File: src/lcc_pkg.sv
`default_nettype none
package lcc_pkg;

  localparam int unsigned DigitW  = 4;
  localparam int unsigned CountW  = 5;
  localparam int unsigned SumW    = 4;
  localparam int unsigned PrefixN = 6;
  localparam int unsigned PrefixW = PrefixN * DigitW;
  localparam int unsigned TypeW   = 3;
  localparam int unsigned RangeW  = 11;

  localparam logic [CountW-1:0] CountMax = '1;

  localparam logic [TypeW-1:0] TYPE_UNKNOWN  = 3'd0;
  localparam logic [TypeW-1:0] TYPE_AMEX     = 3'd1;
  localparam logic [TypeW-1:0] TYPE_DISCOVER = 3'd2;
  localparam logic [TypeW-1:0] TYPE_MASTER   = 3'd3;
  localparam logic [TypeW-1:0] TYPE_VISA     = 3'd4;

  typedef struct packed {
    logic [DigitW-1:0] digit;
    logic              last_digit;
  } lcc_in_t;

  typedef struct packed {
    logic [TypeW-1:0] card_type;
    logic             card_valid;
  } lcc_out_t;

  // Item handed from the input stage to the engine.
  typedef struct packed {
    logic    advance;
    lcc_in_t item;
  } lcc_step_t;

  // Reduce a value below 40 modulo ten.
  function automatic logic [SumW-1:0] mod10(input logic [CountW-1:0] v);
    logic [CountW-1:0] r;
    begin
      r = v;
      if (r >= 5'd30) begin
        r = r - 5'd30;
      end else if (r >= 5'd20) begin
        r = r - 5'd20;
      end else if (r >= 5'd10) begin
        r = r - 5'd10;
      end
      mod10 = r[SumW-1:0];
    end
  endfunction

  // Luhn doubling: 2d, minus nine when above nine.
  function automatic logic [CountW-1:0] luhn_double(input logic [DigitW-1:0] d);
    logic [CountW-1:0] t;
    begin
      t = {d, 1'b0};
      luhn_double = (t > 5'd9) ? (t - 5'd9) : t;
    end
  endfunction

  function automatic logic [DigitW-1:0] pdig(input logic [PrefixW-1:0] p, input int unsigned i);
    begin
      pdig = p[DigitW*i +: DigitW];
    end
  endfunction

  function automatic logic [TypeW-1:0] classify(input logic [PrefixW-1:0] p,
                                                input logic [CountW-1:0]  cnt);
    logic [RangeW-1:0] range;
    logic [TypeW-1:0]  t;
    begin
      range = RangeW'(pdig(p, 3)) * RangeW'(100) + RangeW'(pdig(p, 4)) * RangeW'(10)
            + RangeW'(pdig(p, 5));
      t = TYPE_UNKNOWN;
      if (cnt >= 5'd2 && pdig(p, 0) == 4'd3 && (pdig(p, 1) == 4'd4 || pdig(p, 1) == 4'd7)) begin
        t = TYPE_AMEX;
      end else if (cnt >= 5'd4 && pdig(p, 0) == 4'd6 && pdig(p, 1) == 4'd0 &&
                   pdig(p, 2) == 4'd1 && pdig(p, 3) == 4'd1) begin
        t = TYPE_DISCOVER;
      end else if (cnt >= 5'd2 && pdig(p, 0) == 4'd6 && pdig(p, 1) == 4'd5) begin
        t = TYPE_DISCOVER;
      end else if (cnt >= 5'd6 && pdig(p, 0) == 4'd6 && pdig(p, 1) == 4'd2 &&
                   pdig(p, 2) == 4'd2 && range >= 11'd126 && range < 11'd926) begin
        t = TYPE_DISCOVER;
      end else if (cnt >= 5'd2 && pdig(p, 0) == 4'd5 && pdig(p, 1) < 4'd6) begin
        t = TYPE_MASTER;
      end else if (cnt >= 5'd1 && pdig(p, 0) == 4'd4) begin
        t = TYPE_VISA;
      end
      classify = t;
    end
  endfunction

endpackage
`default_nettype wire

File: src/lcc_in_stage.sv
`default_nettype none
module lcc_in_stage
  import lcc_pkg::*;
(
  input  wire logic    clk_i,
  input  wire logic    rst_ni,
  input  wire logic    in_valid_i,
  output logic         in_stall_o,
  input  wire lcc_in_t in_data_i,
  input  wire logic    out_free_i,
  output lcc_step_t    step_o
);

  logic    valid_q, valid_d;
  lcc_in_t data_q, data_d;
  logic    advance;

  // A non-final digit never waits on the output side.
  assign advance    = valid_q && (!data_q.last_digit || out_free_i);
  assign in_stall_o = valid_q && !advance;

  always_comb begin
    valid_d = valid_q;
    data_d  = data_q;
    if (!in_stall_o) begin
      valid_d = in_valid_i;
      if (in_valid_i) begin
        data_d = in_data_i;
      end
    end
  end

  always_ff @(posedge clk_i or negedge rst_ni) begin
    if (!rst_ni) begin
      valid_q <= 1'b0;
    end else begin
      valid_q <= valid_d;
    end
  end

  always_ff @(posedge clk_i) begin
    data_q <= data_d;
  end

  assign step_o.advance = advance;
  assign step_o.item    = data_q;

endmodule
`default_nettype wire

File: src/lcc_engine.sv
`default_nettype none
module lcc_engine
  import lcc_pkg::*;
(
  input  wire logic      clk_i,
  input  wire logic      rst_ni,
  input  wire lcc_step_t step_i,
  output logic           res_valid_o,
  output lcc_out_t       res_o
);

  logic [CountW-1:0]  cnt_q, cnt_d, cnt_inc;
  logic [SumW-1:0]    sum_even_q, sum_even_d;
  logic [SumW-1:0]    sum_odd_q, sum_odd_d;
  logic [PrefixW-1:0] prefix_q, prefix_d, prefix_upd;
  logic [DigitW-1:0]  d;
  logic [CountW-1:0] d_plain, d_dbl;
  logic [SumW-1:0]    sel, luhn;
  logic [TypeW-1:0]   ctype;
  logic               len_ok;

  assign d       = step_i.item.digit;
  assign d_plain = {1'b0, d};
  assign d_dbl   = luhn_double(d);
  assign cnt_inc = (cnt_q == CountMax) ? cnt_q : cnt_q + 5'd1;

  always_comb begin
    prefix_upd = prefix_q;
    for (int i = 0; i < PrefixN; i++) begin
      if (cnt_q == CountW'(i)) begin
        prefix_upd[DigitW*i +: DigitW] = d;
      end
    end
  end

  // Final digit: classify on the updated prefix and count.
  assign ctype  = classify(prefix_upd, cnt_inc);
  assign sel    = cnt_q[0] ? sum_even_q : sum_odd_q;
  assign luhn   = mod10({1'b0, sel} + d_plain);
  assign len_ok = (ctype == TYPE_AMEX && cnt_inc == 5'd15) ||
                  ((ctype == TYPE_DISCOVER || ctype == TYPE_MASTER || ctype == TYPE_VISA) &&
                   cnt_inc == 5'd16) ||
                  (ctype == TYPE_VISA && cnt_inc == 5'd13);

  assign res_valid_o      = step_i.advance && step_i.item.last_digit;
  assign res_o.card_type  = ctype;
  assign res_o.card_valid = (ctype != TYPE_UNKNOWN) && len_ok && (luhn == 4'd0);

  always_comb begin
    cnt_d      = cnt_q;
    sum_even_d = sum_even_q;
    sum_odd_d  = sum_odd_q;
    prefix_d   = prefix_q;
    if (step_i.advance) begin
      if (step_i.item.last_digit) begin
        cnt_d      = '0;
        sum_even_d = '0;
        sum_odd_d  = '0;
        prefix_d   = '0;
      end else begin
        cnt_d    = cnt_inc;
        prefix_d = prefix_upd;
        if (!cnt_q[0]) begin
          sum_even_d = mod10({1'b0, sum_even_q} + d_dbl);
          sum_odd_d  = mod10({1'b0, sum_odd_q} + d_plain);
        end else begin
          sum_even_d = mod10({1'b0, sum_even_q} + d_plain);
          sum_odd_d  = mod10({1'b0, sum_odd_q} + d_dbl);
        end
      end
    end
  end

  always_ff @(posedge clk_i or negedge rst_ni) begin
    if (!rst_ni) begin
      cnt_q      <= '0;
      sum_even_q <= '0;
      sum_odd_q  <= '0;
      prefix_q   <= '0;
    end else begin
      cnt_q      <= cnt_d;
      sum_even_q <= sum_even_d;
      sum_odd_q  <= sum_odd_d;
      prefix_q   <= prefix_d;
    end
  end

  a_clear_after_last: assert property (@(posedge clk_i) disable iff (!rst_ni)
    res_valid_o |=> (cnt_q == '0 && prefix_q == '0 && sum_even_q == '0 && sum_odd_q == '0))
    else $error("state not cleared after final digit");

  a_sums_reduced: assert property (@(posedge clk_i) disable iff (!rst_ni)
    sum_even_q <= 4'd9 && sum_odd_q <= 4'd9)
    else $error("luhn sum out of range");

  a_prefix_unwritten_zero: assert property (@(posedge clk_i) disable iff (!rst_ni)
    cnt_q < 5'd6 |-> (prefix_q >> (DigitW * cnt_q)) == '0)
    else $error("prefix holds digits beyond count");

endmodule
`default_nettype wire

File: src/lcc_out_stage.sv
`default_nettype none
module lcc_out_stage
  import lcc_pkg::*;
(
  input  wire logic     clk_i,
  input  wire logic     rst_ni,
  input  wire logic     res_valid_i,
  input  wire lcc_out_t res_i,
  output logic          free_o,
  output logic          out_valid_o,
  input  wire logic     out_stall_i,
  output lcc_out_t      out_data_o
);

  logic     valid_q, valid_d;
  lcc_out_t data_q, data_d;

  assign free_o = !valid_q || !out_stall_i;

  always_comb begin
    valid_d = valid_q;
    data_d  = data_q;
    if (free_o) begin
      valid_d = res_valid_i;
      if (res_valid_i) begin
        data_d = res_i;
      end
    end
  end

  always_ff @(posedge clk_i or negedge rst_ni) begin
    if (!rst_ni) begin
      valid_q <= 1'b0;
    end else begin
      valid_q <= valid_d;
    end
  end

  always_ff @(posedge clk_i) begin
    data_q <= data_d;
  end

  assign out_valid_o = valid_q;
  assign out_data_o  = data_q;

endmodule
`default_nettype wire

File: src/card_number_luhn_classifier_core.sv
// Card number classifier with Luhn check.
// Input channel: one decimal digit per item, most significant first, with
// last_digit set on the check digit. Output channel: one item per card
// number, carrying card_type (0 unknown, 1 amex, 2 discover, 3 mastercard,
// 4 visa) and card_valid (known type, allowed length, Luhn sum zero).
// Both channels use valid/stall; an item moves when valid is high and
// stall is low. Non-final digits produce no output item.
// Throughput: one digit per cycle, unless a final digit waits on a stalled
// receiver; set by the single register-to-register pass that updates the
// prefix, count and the two running sums. A final digit is captured in the
// input register, then its result in the result register (out_valid_o).
// When the receiver stalls, the result register holds its item; following
// non-final digits still flow in, and a second final digit waits in the
// input register, which then stalls the sender.
// Reset clears the count, sums, prefix and both valid flags; the state
// also clears after every final digit.
`default_nettype none
module card_number_luhn_classifier_core
  import lcc_pkg::*;
(
  input  wire logic    clk_i,
  input  wire logic    rst_ni,
  input  wire logic    in_valid_i,
  output logic         in_stall_o,
  input  wire lcc_in_t in_data_i,
  output logic         out_valid_o,
  input  wire logic    out_stall_i,
  output lcc_out_t     out_data_o
);

  lcc_step_t step;
  logic      out_free;
  logic      res_valid;
  lcc_out_t  res;

  lcc_in_stage u_in (
    .clk_i      (clk_i),
    .rst_ni     (rst_ni),
    .in_valid_i (in_valid_i),
    .in_stall_o (in_stall_o),
    .in_data_i  (in_data_i),
    .out_free_i (out_free),
    .step_o     (step)
  );

  lcc_engine u_engine (
    .clk_i       (clk_i),
    .rst_ni      (rst_ni),
    .step_i      (step),
    .res_valid_o (res_valid),
    .res_o       (res)
  );

  lcc_out_stage u_out (
    .clk_i       (clk_i),
    .rst_ni      (rst_ni),
    .res_valid_i (res_valid),
    .res_i       (res),
    .free_o      (out_free),
    .out_valid_o (out_valid_o),
    .out_stall_i (out_stall_i),
    .out_data_o  (out_data_o)
  );

  a_valid_needs_type: assert property (@(posedge clk_i) disable iff (!rst_ni)
    out_valid_o && out_data_o.card_valid |-> out_data_o.card_type != TYPE_UNKNOWN)
    else $error("valid card with unknown type");

  a_type_in_range: assert property (@(posedge clk_i) disable iff (!rst_ni)
    out_valid_o |-> out_data_o.card_type <= TYPE_VISA)
    else $error("card type code out of range");

  a_stall_only_final: assert property (@(posedge clk_i) disable iff (!rst_ni)
    in_stall_o |-> (out_valid_o && out_stall_i))
    else $error("input stalled while result register free");

endmodule
`default_nettype wire
File: config.mk
export PLATFORM = sky130hd
export DESIGN_NAME = card_number_luhn_classifier_core
export DESIGN_NICKNAME = d
export VERILOG_FILES = /design/src/lcc_pkg.sv /design/src/lcc_in_stage.sv /design/src/lcc_engine.sv /design/src/lcc_out_stage.sv /design/src/card_number_luhn_classifier_core.sv
export SDC_FILE = /design/constraint.sdc
export NUM_CORES = 1
export LEC_CHECK = 0
export ABC_AREA = 1
export BUFFER_PORTS_ARGS = -buffer_cell sky130_fd_sc_hd__buf_2
export CAP_MARGIN = 20
export CORE_MARGIN = 2
export CORE_UTILIZATION = 60
export DETAILED_ROUTE_END_ITERATION = 12
export GPL_ROUTABILITY_DRIVEN = 0
export PLACE_DENSITY_LB_ADDON = 0.25
export SYNTH_ARGS = -nofsm -noshare
export SYNTH_HDL_FRONTEND = slang
export SYNTH_SLANG_ARGS = --single-unit
File: constraint.sdc
create_clock -name clk_i -period 6.9 [get_ports clk_i]
set_clock_uncertainty 0.15 [all_clocks]
set_input_delay 1.035 -clock clk_i [delete_from_list [all_inputs] [get_ports clk_i]]
set_output_delay 1.035 -clock clk_i [all_outputs]
set_load 0.02 [all_outputs]
Word level (Yosys, flattened, before mapping)

Index checks and enable logic that the tools add are counted.

Register bits: 48
Input port bits: 9
Word-level logic and storage cells: 161

$add $sub $neg: 24
Multiply operators: 2
Magnitude comparators: 23
Equality and inequality tests: 24
Muxes and demuxes: 36
Bitwise gates (word level): 1
Reduce and logical (&&, ||, !) cells: 41

Operators with widths:

| operator                                                                | number |
|---|---|
| 4-bit two-way mux                                                       | 26 |
| 5-bit >= comparator (second input constant)                             | 10 |
| 4-bit subtractor (second input constant)                                | 10 |
| 5-bit by 4-bit >= comparator with 1-bit output (second input constant)  | 5 |
| 4-bit by 3-bit equality test with 1-bit output (second input constant)  | 6 |
| 1-bit logical AND                                                       | 24 |
| 24-bit two-way mux                                                      | 1 |
| 4-bit by 3-bit subtractor with 4-bit output (second input constant)     | 5 |
| 3-bit two-way mux                                                       | 6 |
| 4-bit by 4-bit adder with 5-bit output                                  | 3 |
| 5-bit two-way mux                                                       | 3 |
| 4-bit by 2-bit equality test with 1-bit output (second input constant)  | 3 |
| 11-bit by 4-bit adder with 11-bit output                                | 1 |
| 11-bit by 8-bit adder with 11-bit output                                | 1 |
| 11-bit by 7-bit >= comparator with 1-bit output (second input constant) | 1 |
| 11-bit by 10-bit < comparator with 1-bit output (second input constant) | 1 |
| 4-bit by 5-bit adder with 5-bit output                                  | 2 |
| 5-bit by 2-bit equality test with 1-bit output (second input constant)  | 2 |
| 5-bit by 3-bit equality test with 1-bit output (second input constant)  | 2 |
| 5-bit by 4-bit equality test with 1-bit output (second input constant)  | 2 |
| 5-bit equality test (second input constant)                             | 2 |
| 5-bit by 3-bit >= comparator with 1-bit output (second input constant)  | 2 |
| 4-bit by 5-bit multiplier with 9-bit output (second input constant)     | 1 |
| 4-bit by 1-bit equality test with 1-bit output (second input constant)  | 2 |
| 18 further kinds                                                        | 30 |

Logic depth before layout (Yosys ltp)

Gate-level depths: netlist of the first run.

Depth after elaboration: 20
Depth in mapped cells: 29

By module

A second synthesis of the first run with hierarchy kept.

Cells, all modules: 709
Area total of the unflattened synthesis: 5261.3 sq um

By module, submodules not included:

| module        | instances | cells each | area each (sq um) | sequential area each (sq um) |
|---|---|---|---|---|
| lcc_engine    | 1         | 685        | 4882.2            | 900.9 |
| lcc_in_stage  | 1         | 15         | 217.7             | 175.2 |
| lcc_out_stage | 1         | 9          | 161.4             | 145.1 |

Worst setup path before layout of the first run

OpenSTA, ideal clock, no wires.

Path type: register to register
Start: register u_engine.cnt_q[3]
End: register u_out.data_q, in the netlist u_out.out_data_o[0] (data pin)
Setup time: 249 ps
Arrival time: 3916 ps
Required time: 6501 ps
Slack: 2584 ps
Stages on the path, launching flop included: 26
Buffers on the path: 1
Period minus slack after synthesis: 4316 ps
Path through: dfrtp_1 -> nor2_4 -> buf_6 -> nand3_1 -> o21ai_0 -> inv_1 -> ha_1 -> inv_1 -> ha_1 -> fa_1 -> ha_1 -> ha_1 -> nand2_1 -> inv_1 -> a21oi_1 -> nand2_1 -> nand2_1 -> nand2_1 -> nor2_1 -> nand2_1 -> nand4_1 -> nand3_1 -> nand2_1 -> nand3_1 -> nand2_1 -> inv_1

RTL lines:

| item                   | RTL line            | source |
|---|---|---|
| start, declared        | lcc_engine.sv:12    | `logic [CountW-1:0] cnt_q, cnt_d, cnt_inc;` |
| start signal, assigned | lcc_engine.sv:81    | `cnt_q <= cnt_d;` |
| end signal, assigned   | lcc_out_stage.sv:40 | `data_q <= data_d;` |
| end, declared          | lcc_out_stage.sv:16 | `lcc_out_t data_q, data_d;` |

==> impl_metrics.yaml, run 1 <==
status:
  outcome: "finished clean"
clock_tree:
  h-tree-depth: 2
  clock_latency_ps: 300
  cts.repair.resized: 0
  ctsLongestPathBuffers: 2
  cts_root_buffer: "clkbuf_8"
  clock-sinks: 47
  cts_setup_buffers: 0
  numCtsBuffers: 5
  hold_buffers: 0
  cts_tree: "yes"
  clk_pin_slew_ps: 80
timing:
  fin_crit_ps: 5546
  setup_viol: 0
  slew_viol_final: 0
  fin_setup_tns_ps: 0
  maxSlewHeadroom_pct: 35.91
  worstMarginPinSlew_ps: 960.3
  period_share_pct: 80.38
  max_freq_mhz: 180.3
  rsz0062_at_grt: "false"
  final_hold_viol_count: 0
critical_path:
  cp-startpoint: "u_engine.cnt_q[0]"
  slowest_stage: "dfrtp_1"
  cp.required_ps: 6810
  cp_top_family: "adder cells"
  reg2reg_to: "u_out.out_data_o[0]"
  max_stage_delay_ps: 840
  worstSetupStartpointType: "register"
  reg2reg_slack_ps: 1350
  path_buf_inv: 5
  path_max_fanout: 24
  cp_num_cells: 27
  critPathCapture: "u_out.out_data_o[0]"
  rr_worst_depth: 27
  critical_path_class: "reg -> reg"
  cp-end-kind: "register"
  crit_top_cell: "nand2_1"
  crit_arrival_ps: 5460
  rr_startpoint: "u_engine.cnt_q[0]"
finish:
  seq_area_mm2: 0.001221
  diodes: 0
  syn_to_final_growth_pct: 4.842
  final_layout_size_suffix_gt1_share_pct: 7.153
  finalNonFillerCells: 832
  multi_input_area_mm2: 0.003344
  fillCellCount: 721
  finalNetCount: 816
  finalInstanceArea_mm2: 0.005310
detailed_routing:
  drt-wirelength-per-cell_um: 13.96
  drt_pre_antenna_iters: 5
  drc: 0
  antenna_left: 0
  drt-initial-drc-count: 316
  vias_per_cell: 5.661
  drt_wl_total_mm: 11.62
  vias: 4710
synthesis:
  yosys_warnings: 0
  syn-cell-area_mm2: 0.005065
  ys_ff_latch: 47
  syn-num-nets: 804
  yosysSeqAreaShare_pct: 24.11
  synthCells: 714
  synth_cell_type_count: 42
  avgSynthCellArea_um2: 7.094
floorplan:
  design.core.area_mm2: 0.008217
  die_width_um: 95.88
  rows: 33
  fp.dieArea_mm2: 0.009192
  initial_core_util_pct: 61.64
  die_h_um: 95.88
  top_level_ports: 15
power_and_ir_drop:
  leakage_nw: 2.965
  p_per_area_mw_per_mm2: 363.4
  ir_drop_uv: 139.2
grt:
  grtUsageMet2_pct: 45.86
  grt_pass1_vias: 4367
  top_usage_layer: "met2"
  grt_pass1_wl_mm: 19.48
  grt_max_degree: 39
  grt_overflow_total: 0
  antenna_found_initial: 0
  grt_util_met3_pct: 2.193
  use_met1_pct: 35.14
  gr-usage-all-layers_pct: 26.50
place:
  dp_hpwl_mm: 9.007
  dp_cells: 824
  place_area_mm2: 0.005225
  numPortBuffers: 14
min_path:
  hp-class: "reg -> reg"
run:
  maxCapViolations: 0
-- cell families (layout without fill, tap and decap cells) --
family	count (synthesis)	count (layout)	share of synthesized area (%)
xor+xnor	21	21	3.780
compound gates	112	112	12.38
fa+ha+maj	81	81	21.49
simple gates	322	322	28.38
flops	47	47	24.11
buf+inv	131	144	9.857
-- sequential cells by signal, indices dropped and copies added (netlist names) --
register	flops
u_in.valid_q	1
u_engine.sum_odd_q	4
u_out.out_data_o	4
u_engine.sum_even_q	4
u_engine.prefix_q	23
u_out.out_valid_o	1
u_engine.cnt_q	5
u_in.step_o	5
-- routing by layer --
layer,up-vias,wire [µm]
met5,-,0
met4,0,280
met3,29,494
met2,137,5609
met1,2185,5233
li1,2359,-
-- cell usage in the layout, fill, tap and decap left out, types with 2 or more instances in the layout --
cell / count
a21oi_1: 26
a31oi_1: 2
buf_2: 14
clkbuf_8: 5
clkinv_1: 2
dfrtp_1: 38
edfxtp_1: 9
fa_1: 10
ha_1: 71
inv_1: 117
inv_2: 3
nand2_1: 180
nand2_2: 9
nand3_1: 53
nand3_2: 2
nand3b_1: 2
nand4_1: 15
nand4_2: 2
nor2_1: 39
nor2_2: 3
nor2_4: 3
nor3_1: 4
o211ai_1: 4
o21ai_0: 42
o21ai_1: 8
o21ai_2: 2
o21bai_1: 2
o22ai_1: 20
or2_1: 2
or2_2: 5
xnor2_1: 8
xor2_1: 12
-- metrics by stage --
stage | hold slack [ps] | util, % | power (mW) | setup WS (ps)
detailed placement | 324.0 | 63.59 | 1.751 | 1502
finish | 345.0 | 64.63 | 1.930 | 1354
global route | 372.2 | 64.63 | 2.166 | 867.4
CTS | 345.6 | 64.63 | 1.920 | 1488
floorplan | 303.4 | - | 1.458 | 2584
global placement | 318.3 | 63.59 | 1.694 | 1651
-- area by class of cell --
cell class | instances | share of cell area, %
tap | 105 | 2.474
inverter | 122 | 8.624
timing repair buffer | 14 | 1.320
multi-input combinational | 536 | 62.98
clock inverter | 2 | 0.2356
sequential | 47 | 23.00
clock buffer | 6 | 1.367
-- where the power goes --
part | switching, mW | internal [mW] | leakage [nW]
sequential | 0.0537 | 0.329 | 0.596
clock | 0.0907 | 0.0709 | 0.0412
combinational | 0.882 | 0.503 | 2.33
-- how the worst min path moves through the flow --
stage	slack, ps	cells past startpoint	from	end
CTS	350	2	u_engine.prefix_q[18]	u_engine.prefix_q[18]
finish	340	2	u_engine.prefix_q[5]	u_engine.prefix_q[5]
floorplan	300	2	u_engine.prefix_q[16]	u_engine.prefix_q[16]
global placement	320	2	u_engine.prefix_q[9]	u_engine.prefix_q[9]
detailed placement	320	2	u_engine.prefix_q[18]	u_engine.prefix_q[18]
global route	370	2	u_engine.prefix_q[1]	u_engine.prefix_q[1]
-- cells in the mapped netlist --
master / number / area share (%)
nand2_1: 180 / 13
inv_1: 117 / 8.7
ha_1: 71 / 18
nand3_1: 53 / 5.2
o21ai_0: 42 / 4.2
nor2_1: 39 / 2.9
dfrtp_1: 38 / 19
a21oi_1: 26 / 2.6
o22ai_1: 20 / 2.5
nand4_1: 15 / 1.9
xor2_1: 12 / 2.1
fa_1: 10 / 4.0
edfxtp_1: 9 / 5.3
nand2_2: 9 / 1.1
clkbuf_1: 8 / 0.59
o21ai_1: 8 / 0.79
xnor2_1: 8 / 1.4
or2_2: 5 / 0.62
nor3_1: 4 / 0.40
o211ai_1: 4 / 0.59
inv_2: 3 / 0.22
nor2_2: 3 / 0.37
nor2_4: 3 / 0.67
a31oi_1: 2 / 0.25
clkinv_1: 2 / 0.15
nand3_2: 2 / 0.40
nand3b_1: 2 / 0.30
nand4_2: 2 / 0.49
o21ai_2: 2 / 0.35
o21bai_1: 2 / 0.30
or2_1: 2 / 0.25
a211oi_1: 1 / 0.15
a21boi_0: 1 / 0.15
a21boi_1: 1 / 0.15
a22o_1: 1 / 0.17
and3_1: 1 / 0.12
buf_6: 1 / 0.22
nand2_4: 1 / 0.22
o21a_1: 1 / 0.15
o31ai_1: 1 / 0.15
or2_0: 1 / 0.12
xor2_2: 1 / 0.32
-- worst min-delay path, delay by kind of cell, from the launching register on --
kind,cells,cell delay [ps]
compound gates,1,60
flops,1,350
simple gates,1,50
Note: power is estimated with default switching activity, not from simulation.
==> run 2: changes to the inputs <==
clock period = 5.3 ns   (was 6.9 ns; I/O delays follow)
==> impl_metrics.yaml, run 2 (same netlist as run 1, synthesis figures left out) <==
status:
  outcome: "finished clean"
critical_path:
  worstSetupStartpointType: "register"
  slowest_stage: "o21ai_0"
  cp-end-kind: "register"
  path_max_fanout: 8
  cp.required_ps: 5230
  max_stage_delay_ps: 560
  crit_arrival_ps: 4730
  crit_top_cell: "nand2_1"
  critical_path_class: "reg -> reg"
floorplan:
  die_width_um: 95.88
  design.core.area_mm2: 0.008217
  die_h_um: 95.88
  initial_core_util_pct: 61.64
  rows: 33
  top_level_ports: 15
  fp.dieArea_mm2: 0.009192
finish:
  largest-register: "u_engine.prefix_q"
  finalInstanceArea_mm2: 0.005391
  syn_to_final_growth_pct: 6.448
  finalNetCount: 822
  final_layout_size_suffix_gt1_share_pct: 8.049
  layout_commonest_cell: "nand2_1"
  seq_area_mm2: 0.001221
  most-common-layout-cells: "180 x nand2_1, 117 x inv_1, 71 x ha_1"
  largest_register_ffs: 23
  multi_input_area_mm2: 0.003344
  utilization_pct: 65.62
  diodes: 0
  fillCellCount: 706
power_and_ir_drop:
  swShare_pct: 51.18
  clkPwrFrac_pct: 11.3
  leakage_nw: 3.014
  seq_power_share_pct: 19.0
  intPower_mw: 1.246
  p_comb_share_pct: 69.7
  power.switching_mw: 1.306
  ir_drop_uv: 189.8
  p_per_area_mw_per_mm2: 473.2
timing:
  max_freq_mhz: 208.1
  holdWs_ps: 348.3
  setup_viol: 0
  period_share_pct: 90.68
  fin_setup_tns_ps: 0
  worstMarginPinSlew_ps: 1015
  slew_viol_final: 0
  fin_crit_ps: 4806
  rsz0062_at_grt: "false"
  maxSlewHeadroom_pct: 32.27
  final_hold_viol_count: 0
grt:
  grt_overflow_total: 0
  gr-usage-all-layers_pct: 26.43
  grt_max_degree: 39
  grt_pass1_wl_mm: 19.15
  antenna_found_initial: 0
  grt_pass1_vias: 4278
run:
  maxCapViolations: 0
detailed_routing:
  drt_wl_total_mm: 11.55
  drt-initial-drc-count: 275
  drc: 0
  antenna_left: 0
  vias_per_cell: 5.530
  drt_pre_antenna_iters: 5
  drt-wirelength-per-cell_um: 13.79
  vias: 4634
place:
  numPortBuffers: 14
  place_area_mm2: 0.005270
  dp_hpwl_mm: 9.145
clock_tree:
  cts_root_buffer: "clkbuf_8"
  clock-sinks: 47
  ctsLongestPathBuffers: 2
  h-tree-depth: 2
  clk_pin_slew_ps: 100
  numCtsBuffers: 5
  cts_setup_buffers: 0
  cts_tree: "yes"
  clock_latency_ps: 310
min_path:
  hp-class: "reg -> reg"
[run 2: power by group through the flow]
stage	registers, mW	clock network, mW	logic (mW)
5_1_grt	0.491	0.301	2.07
3_3_place_gp	0.490	0	1.68
6_report	0.485	0.287	1.78
3_5_place_dp	0.491	0	1.76
4_1_cts	0.484	0.288	1.77
2_1_floorplan	0.481	0	1.42
[run 2: critical path: cells and delay by family, from the launching register on]
kind	cells	cell delay [ps]
flip-flops	1	440
adder cells (fa/ha/maj)	5	1460
AO/OA/AOI/OAI	1	560
buffers and inverters	4	370
AND/OR/NAND/NOR	15	1580
[run 2: path summary, 6_finish.rpt]
path	from	to	slack, ps	cells after the start
setup / recovery	u_engine.cnt_q[1]	u_out.out_data_o[0]	490	25
hold / removal	u_engine.prefix_q[5]	u_engine.prefix_q[5]	350	2
setup reg to reg	u_engine.cnt_q[1]	u_out.out_data_o[0]	490	25
hold reg to reg	u_engine.prefix_q[5]	u_engine.prefix_q[5]	350	2
max in group asynchronous	rst_ni	u_engine.prefix_q[16]	3980	1
min in group asynchronous	rst_ni	u_out.out_valid_o	460	1
[run 2: repair_timing]
| action | in CTS | in global routing |
|---|---|---|
| resized for setup | 0 | 2 |
| hold buffers | 0 | 0 |
| setup endpoints to repair | 0 | 1 |
[run 2: through the flow]
step | std cells | worst slack, ps | power [mW]
after floorplan | 714 | 984.4 | 1.898
final | 838 | 493.9 | 2.551
after CTS | 838 | 476.4 | 2.542
after detailed placement | 830 | 510.4 | 2.247
after global placement | 830 | 633.1 | 2.174
after global routing | 838 | 81.42 | 2.861
[run 2: per-layer routing]
| layer | vias up | global-route usage, % | wire length, µm |
|---|---|---|---|
| li1 | 2360 | - | - |
| met1 | 2136 | 34.54 | 5276 |
| met2 | 113 | 45.28 | 5521 |
| met3 | 25 | 3.054 | 494 |
| met4 | 0 | 9.286 | 260 |
| met5 | - | 0 | 0 |
[run 2: cell type report]
type	count	share of cell area, %
Clock buffer	6	1.532
Clock inverter	2	0.7194
Inverter	122	8.494
Multi-Input combinational cell	536	62.03
Sequential cell	47	22.65
Tap cell	105	2.437
Timing Repair Buffer	20	2.135
==> run 3: changes to the inputs <==
GPL_TIMING_DRIVEN = 0   (was unset)
==> impl_metrics.yaml, run 3 (same netlist as run 1, synthesis figures left out) <==
detailed_routing:
  vias: 4818
  drt_pre_antenna_iters: 5
  drc: 0
  vias_per_cell: 5.715
  antenna_left: 0
  drt-wirelength-per-cell_um: 14.33
  drt_wl_total_mm: 12.08
  drt-initial-drc-count: 298
place:
  dp_hpwl_mm: 9.291
  place_ws_ps: 206.0
  dp_cells: 833
  numPortBuffers: 14
critical_path:
  rr_startpoint: "u_engine.cnt_q[3]"
  reg2reg_slack_ps: 420
  slowest_stage: "fa_1"
  path_max_fanout: 10
  cp.required_ps: 5220
  reg2reg_to: "u_out.out_data_o[0]"
  rr_worst_depth: 23
  worstSetupStartpointType: "register"
  critPathCapture: "u_out.out_data_o[0]"
  critical_path_class: "reg -> reg"
  crit_top_cell: "nand2_1"
  max_stage_delay_ps: 560
  cp-end-kind: "register"
  cp_num_cells: 23
  cp_top_family: "adder cells"
  path_buf_inv: 4
  crit_arrival_ps: 4800
  crit_chain: "nor2_4, buf_6, nand3_1, o21ai_0, inv_1, ha_1, fa_1, ha_1, ha_1, nand2_1, inv_1, a21oi_1, nand2_1, nand2_1, nand2_1, nor2_1, nand2_1, nand4_1, nand3_1, nand2_1, nand3_1, nand2_1, inv_1"
  cp-startpoint: "u_engine.cnt_q[3]"
timing:
  slew_viol_final: 0
  setup_slack_ps: 421.0
  holdWs_ps: 357.5
  worstMarginPinSlew_ps: 907.8
  period_share_pct: 92.06
  fin_setup_tns_ps: 0
  final_hold_viol_count: 0
  maxSlewHeadroom_pct: 39.48
  rsz0062_at_grt: "false"
  max_freq_mhz: 205.0
  setup_viol: 0
  fin_crit_ps: 4879
grt:
  use_met1_pct: 35.04
  antenna_found_initial: 0
  grtUsageMet2_pct: 48.89
  grt_overflow_total: 0
  grt_pass1_vias: 4619
  gr-usage-all-layers_pct: 27.80
  grt_pass1_wl_mm: 20.14
  grt_util_met3_pct: 3.132
  top_usage_layer: "met2"
  grt_max_degree: 39
clock_tree:
  clock_latency_ps: 310
  clock-sinks: 47
  clk_pin_slew_ps: 90
  ctsLongestPathBuffers: 2
  h-tree-depth: 2
  hold_buffers: 0
  cts_tree: "yes"
  numCtsBuffers: 5
  cts_root_buffer: "clkbuf_8"
floorplan:
  initial_core_util_pct: 61.64
  fp.dieArea_mm2: 0.009192
  design.core.area_mm2: 0.008217
  die_width_um: 95.88
  top_level_ports: 15
  die_h_um: 95.88
  rows: 33
status:
  outcome: "finished clean"
finish:
  diodes: 0
  finalNetCount: 827
  syn_to_final_growth_pct: 6.917
  largest-register: "u_engine.prefix_q"
  most-common-layout-cells: "180 x nand2_1, 117 x inv_1, 71 x ha_1"
  largest_register_ffs: 23
  finalNonFillerCells: 843
  layout_commonest_cell: "nand2_1"
  final_layout_size_suffix_gt1_share_pct: 7.859
min_path:
  hp-class: "reg -> reg"
power_and_ir_drop:
  leakage_nw: 3.009
  ir_drop_uv: 253.7
  p_per_area_mw_per_mm2: 475.4
run:
  maxCapViolations: 0
[run 3: changes by cell type in the layout (fill, tap and decap cells not counted)]
cell,delta
clkbuf_8,-1
clkinvlp_4,+2
buf_4,-4
buf_6,+1
clkinv_1,-1
inv_6,-1
o21ai_2,+1
clkbuf_16,+2
bufinv_16,-1
o21ai_0,-1
clkbuf_1,+8
[run 3: area by class of cell]
cell class,count,area (µm²)
plain buffers,9,41.29
clock buffers,7,118.9
clock inverters,1,7.507
fillers,718,2801
inverters,122,461.7
multi-input cells,536,3348
flip-flops and latches,47,1221
well taps,105,131.4
repair buffers,16,85.08
[run 3: worst min-delay path by stage]
stage | end | depth (start not counted) | slack [ps] | from
5_1_grt | u_engine.prefix_q[21] | 1 | 380 | u_engine.prefix_q[21]
2_1_floorplan | u_engine.prefix_q[16] | 2 | 300 | u_engine.prefix_q[16]
3_3_place_gp | u_engine.prefix_q[16] | 2 | 320 | u_engine.prefix_q[16]
4_1_cts | u_engine.prefix_q[1] | 2 | 360 | u_engine.prefix_q[1]
6_report | u_engine.prefix_q[2] | 2 | 360 | u_engine.prefix_q[2]
3_5_place_dp | u_engine.prefix_q[16] | 2 | 340 | u_engine.prefix_q[16]
[run 3: power by group]
group / internal (mW) / leakage [nW] / switching (mW)
Clock: 0.150 / 0.0607 / 0.129
Combinational: 0.666 / 2.35 / 1.14
Sequential: 0.429 / 0.596 / 0.0619
Total: 1.25 / 3.01 / 1.33
[run 3: metrics by stage]
step	power, mW	cell area, µm²	utilization (%)
after floorplan	1.898	5065	-
after global placement	2.166	5266	64.09
after detailed placement	2.273	5266	64.09
after CTS	2.562	5393	65.63
after global routing	2.895	5415	65.91
final	2.574	5415	65.91
[run 3: repair_timing]
item                                    4_1_cts  5_1_grt
endpoints found under the setup margin        0        2
resized for setup                             0        5
setup buffers                                 0        2
[run 3: worst register-to-register path: cells and delay by family, from the launching register on]
kind | cells | cell delay [ps]
AOI/OAI and AO/OA | 2 | 650
adders and majority gates | 4 | 1520
buffers and inverters | 4 | 430
DFF | 1 | 500
and+or+nand+nor | 13 | 1380
[run 3: per-layer routing]
metal / up-vias / part of all wire, % / routed length (µm)
li1: 2383 / - / -
met1: 2286 / 45 / 5400
met2: 117 / 48 / 5830
met3: 32 / 4.0 / 486
met4: 0 / 3.0 / 363
met5: - / 0 / 0
